## config.mk

```make
export PLATFORM = sky130hd
export DESIGN_NAME = phmi_ctrl
export DESIGN_NICKNAME = d
export VERILOG_FILES = /design/src/hdl/phmi_pkg.sv /design/src/hdl/phmi_ctrl.sv
export SDC_FILE = /design/constraint.sdc
export NUM_CORES = 1
export LEC_CHECK = 0
export BUFFER_PORTS_ARGS = -buffer_cell sky130_fd_sc_hd__buf_4
export CORE_MARGIN = 8
export CORE_UTILIZATION = 50
export CTS_CLUSTER_DIAMETER = 150
export CTS_CLUSTER_SIZE = 24
export DETAILED_ROUTE_END_ITERATION = 16
export PLACE_DENSITY = 0.84
export SETUP_SLACK_MARGIN = 0.15
export SLEW_MARGIN = 40
export SYNTH_ARGS = -nofsm -noshare
export SYNTH_HDL_FRONTEND = slang
export SYNTH_SLANG_ARGS = --single-unit
```

## constraint.sdc

```tcl
create_clock -name clk -period 5.5 [get_ports clk]
set_input_delay 0.55 -clock clk [delete_from_list [all_inputs] [get_ports clk]]
set_output_delay 0.55 -clock clk [all_outputs]
set_load 0.03 [all_outputs]
```

## src/hdl/phmi_pkg.sv

```systemverilog
// Shared types, codes and constants of the polynomial hit-or-miss integrator.
`default_nettype none

package phmi_pkg;

  localparam int MAX_TERMS  = 5;
  localparam int TERM_W     = 3;
  localparam int CFG_IDX_W  = 3;
  localparam int CFG_DATA_W = 32;
  localparam int Q_W        = 32;
  localparam int WIDTH_W    = 33;
  localparam int Y_SPAN_W   = 24;
  localparam int W200_W     = 41;
  localparam int HIT_W      = 33;
  localparam int SAMP_W     = 32;
  localparam int EST_W      = 48;
  localparam int OUT_FLD_W  = HIT_W + SAMP_W + EST_W;
  localparam int OUT_W      = ((OUT_FLD_W + 7) / 8) * 8;

  localparam logic signed [Q_W-1:0]  Y_LOW     = -32'sd6553600;
  localparam logic [Y_SPAN_W-1:0]    Y_SPAN    = 24'd13107200;
  localparam logic [7:0]             EST_SCALE = 8'd200;
  localparam logic [TERM_W-1:0]      TERM_RST  = 3'd1;
  localparam logic [Q_W-1:0]         LEFT_RST  = 32'h0000_0000;
  localparam logic [Q_W-1:0]         RIGHT_RST = 32'h0001_0000;

  typedef enum logic [CFG_IDX_W-1:0] {
    REG_TERM_COUNT,
    REG_LEFT_LIMIT,
    REG_RIGHT_LIMIT,
    REG_COEF_0,
    REG_COEF_1,
    REG_COEF_2,
    REG_COEF_3,
    REG_COEF_4
  } cfg_reg_t;

  typedef enum logic [3:0] {
    ST_IDLE,
    ST_MAP,
    ST_XDIV,
    ST_XSET,
    ST_MULC,
    ST_ACC,
    ST_POWUP,
    ST_HIT,
    ST_EST_GO,
    ST_EST_WAIT,
    ST_OUT
  } state_t;

  typedef enum logic [1:0] {
    DV_IDLE,
    DV_MUL,
    DV_DIV
  } dv_phase_t;

  typedef struct packed {
    logic              capture;
    logic              map_load;
    logic              xy_set;
    logic              mul_coef;
    logic              mul_pow;
    logic              acc;
    logic              pw_upd;
    logic              hit_upd;
    logic              est_start;
    logic              out_load;
    logic              cnt_clr;
    logic [TERM_W-1:0] term_idx;
  } cmd_t;

  typedef struct packed {
    logic              last;
    logic              cnt_full;
    logic              red_done;
    logic              est_busy;
    logic [TERM_W-1:0] term_num;
  } stat_t;

endpackage

`default_nettype wire

```

## src/hdl/phmi_ctrl.sv

```systemverilog
// Controller state machine sequencing mapping, polynomial terms, counting and results.
`default_nettype none

module phmi_ctrl (
  input  wire logic            clk,
  input  wire logic            rst_n,
  input  wire logic            in_tvalid,
  output logic                 in_tready,
  output logic                 out_tvalid,
  input  wire logic            out_tready,
  input  wire phmi_pkg::stat_t stat,
  output phmi_pkg::cmd_t       cmd
);

  phmi_pkg::state_t            state_r, state_nxt;
  logic [phmi_pkg::TERM_W-1:0] i_r, i_nxt;
  logic                        out_valid_r, out_valid_nxt;

  always_comb begin
    state_nxt    = state_r;
    i_nxt        = i_r;
    cmd          = '0;
    cmd.term_idx = i_r;
    in_tready    = 1'b0;
    case (state_r)
      phmi_pkg::ST_IDLE: begin
        in_tready = 1'b1;
        if (in_tvalid) begin
          cmd.capture = 1'b1;
          state_nxt   = phmi_pkg::ST_MAP;
        end
      end
      phmi_pkg::ST_MAP: begin
        if (stat.cnt_full) begin
          state_nxt = stat.last ? phmi_pkg::ST_EST_GO : phmi_pkg::ST_IDLE;
        end else begin
          cmd.map_load = 1'b1;
          state_nxt    = phmi_pkg::ST_XDIV;
        end
      end
      phmi_pkg::ST_XDIV: begin
        if (stat.red_done) begin
          state_nxt = phmi_pkg::ST_XSET;
        end
      end
      phmi_pkg::ST_XSET: begin
        cmd.xy_set = 1'b1;
        i_nxt      = phmi_pkg::TERM_W'(1);
        if (stat.term_num > phmi_pkg::TERM_W'(1)) begin
          state_nxt = phmi_pkg::ST_MULC;
        end else begin
          state_nxt = phmi_pkg::ST_HIT;
        end
      end
      phmi_pkg::ST_MULC: begin
        cmd.mul_coef = 1'b1;
        state_nxt    = phmi_pkg::ST_ACC;
      end
      phmi_pkg::ST_ACC: begin
        cmd.acc = 1'b1;
        if ((i_r + phmi_pkg::TERM_W'(1)) < stat.term_num) begin
          cmd.mul_pow = 1'b1;
          i_nxt       = i_r + phmi_pkg::TERM_W'(1);
          state_nxt   = phmi_pkg::ST_POWUP;
        end else begin
          state_nxt = phmi_pkg::ST_HIT;
        end
      end
      phmi_pkg::ST_POWUP: begin
        cmd.pw_upd = 1'b1;
        state_nxt  = phmi_pkg::ST_MULC;
      end
      phmi_pkg::ST_HIT: begin
        cmd.hit_upd = 1'b1;
        state_nxt   = stat.last ? phmi_pkg::ST_EST_GO : phmi_pkg::ST_IDLE;
      end
      phmi_pkg::ST_EST_GO: begin
        cmd.est_start = 1'b1;
        state_nxt     = phmi_pkg::ST_EST_WAIT;
      end
      phmi_pkg::ST_EST_WAIT: begin
        if (!stat.est_busy) begin
          state_nxt = phmi_pkg::ST_OUT;
        end
      end
      phmi_pkg::ST_OUT: begin
        if (!out_valid_r || out_tready) begin
          cmd.out_load = 1'b1;
          cmd.cnt_clr  = 1'b1;
          state_nxt    = phmi_pkg::ST_IDLE;
        end
      end
      default: begin
        state_nxt = phmi_pkg::ST_IDLE;
      end
    endcase
  end

  always_comb begin
    if (cmd.out_load) begin
      out_valid_nxt = 1'b1;
    end else if (out_tready) begin
      out_valid_nxt = 1'b0;
    end else begin
      out_valid_nxt = out_valid_r;
    end
  end

  assign out_tvalid = out_valid_r;

  always_ff @(posedge clk) begin
    if (!rst_n) begin
      state_r     <= phmi_pkg::ST_IDLE;
      i_r         <= '0;
      out_valid_r <= 1'b0;
    end else begin
      state_r     <= state_nxt;
      i_r         <= i_nxt;
      out_valid_r <= out_valid_nxt;
    end
  end

  a_mul_excl: assert property (@(posedge clk) disable iff (!rst_n)
    !(cmd.mul_coef && cmd.mul_pow))
    else $error("coefficient and power multiplies issued together");

  a_est_busy: assert property (@(posedge clk) disable iff (!rst_n)
    cmd.est_start |=> stat.est_busy)
    else $error("estimate unit did not start");

  a_term_range: assert property (@(posedge clk) disable iff (!rst_n)
    (state_r == phmi_pkg::ST_MULC) |-> ((i_r != '0) && (i_r < stat.term_num)))
    else $error("term index out of range");

  a_term_num: assert property (@(posedge clk) disable iff (!rst_n)
    (stat.term_num != '0) && (stat.term_num <= phmi_pkg::TERM_W'(phmi_pkg::MAX_TERMS)))
    else $error("effective term count out of range");

endmodule

`default_nettype wire

```

**Word level (Yosys, flattened, before mapping)**

Cells that the tools add are included.

- Register bits: 8
- Latch bits: 0
- RAM bits: 0
- Memory bits (read-only): 0
- Input bits: 11
- Output and inout port bits: 16
- Word-level logic and storage cells: 55
- Memories kept: 0

- Add/subtract/negate cells: 1
- Multipliers: 0
- Div/mod/pow operators: 0
- Order comparisons: 2
- Equal/unequal tests: 15
- Shift-type cells: 0
- Mux-type cells: 27
- Bitwise logic cells: 0
- Reductions and logical operators: 7

Operators with widths:

| cell | number |
|---|---|
| $pmux W4 S11 | 1 |
| $mux W4 | 6 |
| $eq A4 B3 Y1 const B | 4 |
| $mux W1 | 14 |
| $eq A4 B4 Y1 const B | 3 |
| $ne A2 B2 Y1 const B | 5 |
| $eq A4 B2 Y1 const B | 2 |
| $mux W2 | 4 |
| $pmux W3 S2 | 1 |
| $eq A4 B1 Y1 const B | 1 |
| $logic_not A4 Y1 | 1 |
| $reduce_and A4 Y1 | 1 |
| $reduce_bool A2 Y1 | 2 |
| $add A3 B1 Y3 const B | 1 |
| $gt A3 B1 Y1 const B | 1 |
| $lt A3 B3 Y1 | 1 |
| $mux W3 | 1 |
| $reduce_and A2 Y1 | 1 |
| $logic_not A1 Y1 | 1 |
| $logic_or A1 B1 Y1 | 1 |

**Logic depth before layout (Yosys ltp)**

Gate-level depths: netlist of run 1.

- Depth in word-level cells: 5
- Mapped depth: 8
- Mapped depth without buffers: 8

**Worst setup path after synthesis of run 1**

OpenSTA, ideal clock, no wires.

- Path type: register to output
- Start: reg i_r[0] (netlist name)
- End: out cmd[9] (netlist name)
- Arrival: 2193 ps
- Data required time: 4950 ps
- Path slack: 2757 ps
- Stages on the path, launching flop included: 8
- Path buffers: 0
- Cell sequence: dfxtp_1 -> ha_1 -> nor2b_1 -> or2_2 -> ha_1 -> a21o_1 -> a31oi_1 -> and2_1

RTL lines:

| what | RTL line | RTL |
|---|---|---|
| start: declaration | phmi_ctrl.sv:16 | `logic [phmi_pkg::TERM_W-1:0] i_r, i_nxt;` |
| start signal: assignment | phmi_ctrl.sv:118 | `i_r <= i_nxt;` |
| end: declaration | phmi_ctrl.sv:12 | `output phmi_pkg::cmd_t cmd` |

==> results of run 1 <==
## logic make-up (layout without fill, tap and decap cells)
| family | after synthesis | after routing | share of synthesized area [%] |
|---|---|---|---|
| XOR/XNOR | 1 | 1 | 1.32 |
| adder cells (fa/ha/maj) | 3 | 3 | 5.66 |
| flip-flops | 8 | 8 | 24.2 |
| AND/OR/NAND/NOR | 40 | 40 | 34.0 |
| buffers and inverters | 12 | 34 | 9.05 |
| multiplexers | 1 | 1 | 1.51 |
| AO/OA/AOI/OAI | 22 | 22 | 24.3 |
## report_power, final
part           leakage, nW  internal, W  switching (W)
Sequential          0.0650    0.0000683      0.0000312
Clock               0.0138    0.0000251      0.0000218
Combinational        0.337    0.0000651      0.0000882
## worst paths after layout
check / from / endpoint / slack, ns / depth (start not counted)
max reg2reg: i_r[0] / state_r[0] / 3.16 / 8
min: i_r[1] / i_r[1] / 0.49 / 2
max: i_r[0] / cmd[9] / 2.48 / 8
min reg2reg: i_r[1] / i_r[1] / 0.49 / 2
## worst max-delay path: stages, from the launching register on
cell and delay [ns]:
dfxtp_1 0.34, ha_1 0.22, nor2b_1 0.14, or2_2 0.29, ha_1 0.30, a21o_1 0.18, a31oi_1 0.39, and2_1 0.20
buf_4 0.16
## state kept, by name (all words and copies together), names as in the netlist
signal	cells
i_r	3
state_r	4
out_tvalid	1
## layout make-up
class | instances | area share, %
Multi-Input combinational cell | 67 | 51.6
Timing Repair Buffer | 26 | 22.7
Sequential cell | 8 | 18.7
Clock buffer | 3 | 2.62
Inverter | 5 | 2.19
Tap cell | 15 | 2.19
## through the flow
stage	worst slack [ns]	instances	utilization, %	power (W)
after global placement	2.85	121	65.9	0.000252
after floorplan	2.76	87	-	0.000210
after global routing	2.28	124	67.7	0.000324
after CTS	2.48	124	67.7	0.000301
after detailed placement	2.76	121	65.9	0.000253
final	2.48	124	67.7	0.000300
## layer usage
layer  share of wire (%)  up-vias  routed length (um)  track usage, %
li1                    -      360                   -               -
met5                   0        -                   0               0
met3                 5.9        5                 104            4.83
met4                 1.6        0                  29            6.47
met2                  51       23                 899            25.1
met1                  42      330                 742            15.4
## cells in the mapped netlist (2+ instances only)
library cell and instances:
nor4_1 2, dfxtp_1 8, nand2_1 10, ha_1 3, inv_1 4, nand3b_1 2
buf_4 3, a21o_1 2, nand2b_1 3, nor2b_1 3, nor3_1 4, buf_2 3
a21oi_1 2, o21ai_0 5, and2_1 2, nor2_1 5
==> impl_metrics.env, run 1 <==
export IMPL_post_cts_buffers=0
export IMPL_portBuffers=26
export IMPL_post_route_period_util_pct=55.0
export IMPL_die_y_um=52.4
export IMPL_worstPathMaxFanout=6
export IMPL_clockRootBuffer="clkbuf_4"
export IMPL_core_um2=1270
export IMPL_syn_inst=87
export IMPL_finalSetupViolations=0
export IMPL_ant_nets=0
export IMPL_final_cell_mix="buf_4 (26), nand2_1 (10), dfxtp_1 (8)"
export IMPL_slew_viol_final=0
export IMPL_dp_hpwl_mm=1.41
export IMPL_synthArstFlopShare_pct=0
export IMPL_grt_antenna_before_repair=0
export IMPL_synth_edf_count=0
export IMPL_seq_area_frac_synth_pct=24.2
export IMPL_via_per_inst=5.79
export IMPL_tightest_slew_ns=0.490
export IMPL_final_area_um2=858
export IMPL_p_leak_nw=0.416
export IMPL_p_per_area_nw_per_um2=349
export IMPL_rows=13
export IMPL_worstSkewPairLatency_ns=0.26
export IMPL_detail_route_wl_per_cell_um=14.3
export IMPL_clock_fmax_ghz=0.331
export IMPL_fin_skew_ns=0.00338
export IMPL_finalSetupTns_ns=0
export IMPL_hold_violations=0
export IMPL_final_seq_area_um2=160
export IMPL_grt_usage_pct=14.5
export IMPL_worstPathArrival_ns=2.47
export IMPL_multi_input_area_um2=443
export IMPL_hold_buffers=0
export IMPL_slew_headroom_pct=67.2
export IMPL_cts_buffers_inserted=3
export IMPL_synth_ff_type="dfxtp_1"
export IMPL_yosysWarnings=0
export IMPL_routabilityCongestion=0.764
export IMPL_overflow=0
export IMPL_area_growth_synth_to_final_pct=29.4
export IMPL_grt_pass1_vias=691
export IMPL_rsz0062_at_grt="false"
export IMPL_initial_core_util_pct=52.3
export IMPL_vdd_ir_drop_worst_mv=0.264
export IMPL_synth_seq_cells=8
export IMPL_syn_nets=101
export IMPL_grt_max_degree=16
export IMPL_clk_path_buf_depth=2
export IMPL_post_cts_resized=0
export IMPL_whs_ns=0.486
export IMPL_yosys_area_top_type="dfxtp_1"
export IMPL_ios=27
export IMPL_required_ns=4.95
export IMPL_wl_mm=1.78
export IMPL_start_kind="flip-flop"
export IMPL_grt_pass1_wl_mm=3.10
export IMPL_final_nets=125
export IMPL_die_area_um2=2750
export IMPL_crit_type="flip-flop to output pin"
export IMPL_synth_cell_type_count=42
export IMPL_die_w_um=52.4
export IMPL_avgSynthCellArea_um2=7.62
export IMPL_dr_pass1_iters=4
export IMPL_fillCellCount=115
export IMPL_tritoncts="built"
export IMPL_drt_iter0_drc=15
export IMPL_end_kind="output pin"
export IMPL_hold_path_class="flip-flop to flip-flop"
export IMPL_clock_sinks=8
export IMPL_outcome="finished clean"
export IMPL_maxCapViolCount=0
export IMPL_vias=718
export IMPL_synth_area_um2=663
export IMPL_layout_commonest_cell="buf_4"
export IMPL_diodes=0
export IMPL_placed_area_um2=836
export IMPL_clkTransAtPathRegs_ns=0.06
export IMPL_drc=0
export IMPL_synth_area_leaders="dfxtp_1 (24%), ha_1 (5.7%), nand2_1 (5.7%)"
export IMPL_period_needed_ns=3.02
export IMPL_htree_levels=1
export IMPL_drive_above_1_share_pct=32.1
export IMPL_synth_top_area_share_pct=24.2
Power figures use the tool's default switching activity.
==> inputs of run 2 (changes only) <==
Settings changed: CORE_UTILIZATION 50 to 46, PLACE_DENSITY 0.84 to 0.79.
Clock period 5.5 ns to 3.1 ns, I/O delays scaled along.
==> run 2 against run 1 <==
First-iteration DRC count rose by 20%. Total power rose by 78%. Register-to-register slack got worse by 2.4 ns. Worst setup slack got worse by 2.2 ns. Flip-flop and latch count did not move. Utilization fell by 2.5 points. Sequential power rose by 77%. Via count fell by 3.1%. Critical endpoint unchanged. Largest cell class unchanged. Highest routed layer is now met3.
==> impl_metrics.env, run 2 (same netlist as run 1, synthesis figures left out) <==
export IMPL_critPathCapture="cmd[9]"
export IMPL_worstSkewPairLatency_ns=0.26
export IMPL_crit_type="flip-flop to output pin"
export IMPL_core_um2=1320
export IMPL_reg2regPathDepth=8
export IMPL_die_w_um=54.0
export IMPL_fillCellCount=125
export IMPL_post_cts_resized=0
export IMPL_layout_commonest_cell="buf_4"
export IMPL_p_leak_nw=0.416
export IMPL_area_growth_synth_to_final_pct=29.4
export IMPL_ant_nets=0
export IMPL_clockRootBuffer="clkbuf_4"
export IMPL_clock_sinks=8
export IMPL_drive_above_1_share_pct=32.1
export IMPL_finalSetupViolations=0
export IMPL_top_register="state_r"
export IMPL_cts_buffers_inserted=3
export IMPL_grt_max_degree=16
export IMPL_hold_violations=0
export IMPL_drc=0
export IMPL_dr_pass1_iters=4
export IMPL_portBuffers=26
export IMPL_post_cts_buffers=0
export IMPL_multi_input_area_um2=443
export IMPL_outcome="finished clean"
export IMPL_slew_viol_final=0
export IMPL_power_w=0.000533
export IMPL_htree_levels=1
export IMPL_dp_cells=121
export IMPL_final_util_pct=65.1
export IMPL_die_y_um=54.0
export IMPL_clk_path_buf_depth=2
export IMPL_vdd_ir_drop_worst_mv=0.350
export IMPL_place_worst_setup_slack_ns=0.611
export IMPL_tightest_slew_ns=0.482
export IMPL_slew_headroom_pct=67.8
export IMPL_grt_usage_pct=13.6
export IMPL_rows=13
export IMPL_final_seq_area_um2=160
export IMPL_clkTransAtPathRegs_ns=0.06
export IMPL_final_cell_mix="buf_4 (26), nand2_1 (10), dfxtp_1 (8)"
export IMPL_vias=696
export IMPL_final_nets=125
export IMPL_rsz0062_at_grt="false"
export IMPL_period_needed_ns=2.78
export IMPL_initial_core_util_pct=50.3
export IMPL_post_route_period_util_pct=89.5
export IMPL_hold_buffers=0
export IMPL_diodes=0
export IMPL_worstPathArrival_ns=2.47
export IMPL_worstPathMaxFanout=6
export IMPL_grt_pass1_wl_mm=3.00
export IMPL_tritoncts="built"
export IMPL_finalSetupTns_ns=0
export IMPL_dp_hpwl_mm=1.43
export IMPL_hold_path_class="primary input to flip-flop"
export IMPL_wl_mm=1.87
export IMPL_ios=27
export IMPL_die_area_um2=2910
export IMPL_grt_antenna_before_repair=0
export IMPL_r2r_start="i_r[0]"
export IMPL_drt_iter0_drc=18
export IMPL_start_kind="flip-flop"
export IMPL_grt_pass1_vias=713
export IMPL_detail_route_wl_per_cell_um=15.1
export IMPL_layout_setup_ws_ns=0.324
export IMPL_largest_register_ffs=4
export IMPL_end_kind="output pin"
export IMPL_maxCapViolCount=0
export IMPL_r2r_slack_ns=0.78
export IMPL_routabilityCongestion=0.826
export IMPL_p_per_area_nw_per_um2=621
export IMPL_fin_skew_ns=0.00432
export IMPL_required_ns=2.79
export IMPL_final_cells=124
export IMPL_via_per_inst=5.61
export IMPL_r2r_end="state_r[0]"
export IMPL_overflow=0
export IMPL_clock_fmax_ghz=0.360
export IMPL_cp_startpoint="i_r[0]"
## run 2: through the flow
stage	cell area (um^2)	hold slack [ns]
2_1_floorplan	663	0.464
3_3_place_gp	836	0.463
3_5_place_dp	836	0.478
4_1_cts	858	0.359
5_1_grt	858	0.362
6_report	858	0.363
## run 2: where the power goes
part / leakage, nW / internal, W / switching (W)
combinational: 0.337 / 0.000116 / 0.000157
clock: 0.0138 / 0.0000446 / 0.0000394
sequential: 0.0650 / 0.000121 / 0.0000548
total: 0.416 / 0.000281 / 0.000252
## run 2: area by class of cell
| type | instances | area share, % |
|---|---|---|
| timing repair buffer | 26 | 22.7 |
| tap | 15 | 2.19 |
| inverter | 5 | 2.19 |
| clock buffer | 3 | 2.62 |
| multi-input combinational | 67 | 51.6 |
| sequential | 8 | 18.7 |
## run 2: metal layers
metal	wire (um)	vias up	track usage, %
li1	-	357	-
met1	735	314	13.6
met2	995	25	25.3
met3	141	0	7.16
met4	0	0	1.23
met5	0	-	0
## run 2: how the worst min path moves through the flow
stage / start / end / depth (start not counted)
after floorplan: rst_n / state_r[0] / 1
after global placement: i_r[1] / i_r[1] / 2
after detailed placement: i_r[1] / i_r[1] / 2
after CTS: rst_n / state_r[1] / 3
after global routing: rst_n / i_r[0] / 2
final: rst_n / out_tvalid / 2
## run 2: worst max-delay path: stages, from the launching register on
cell and delay, ns:
dfxtp_1 0.35, ha_1 0.22, nor2b_1 0.14, or2_2 0.30, ha_1 0.30, a21o_1 0.19
a31oi_1 0.37, and2_1 0.20, buf_4 0.15
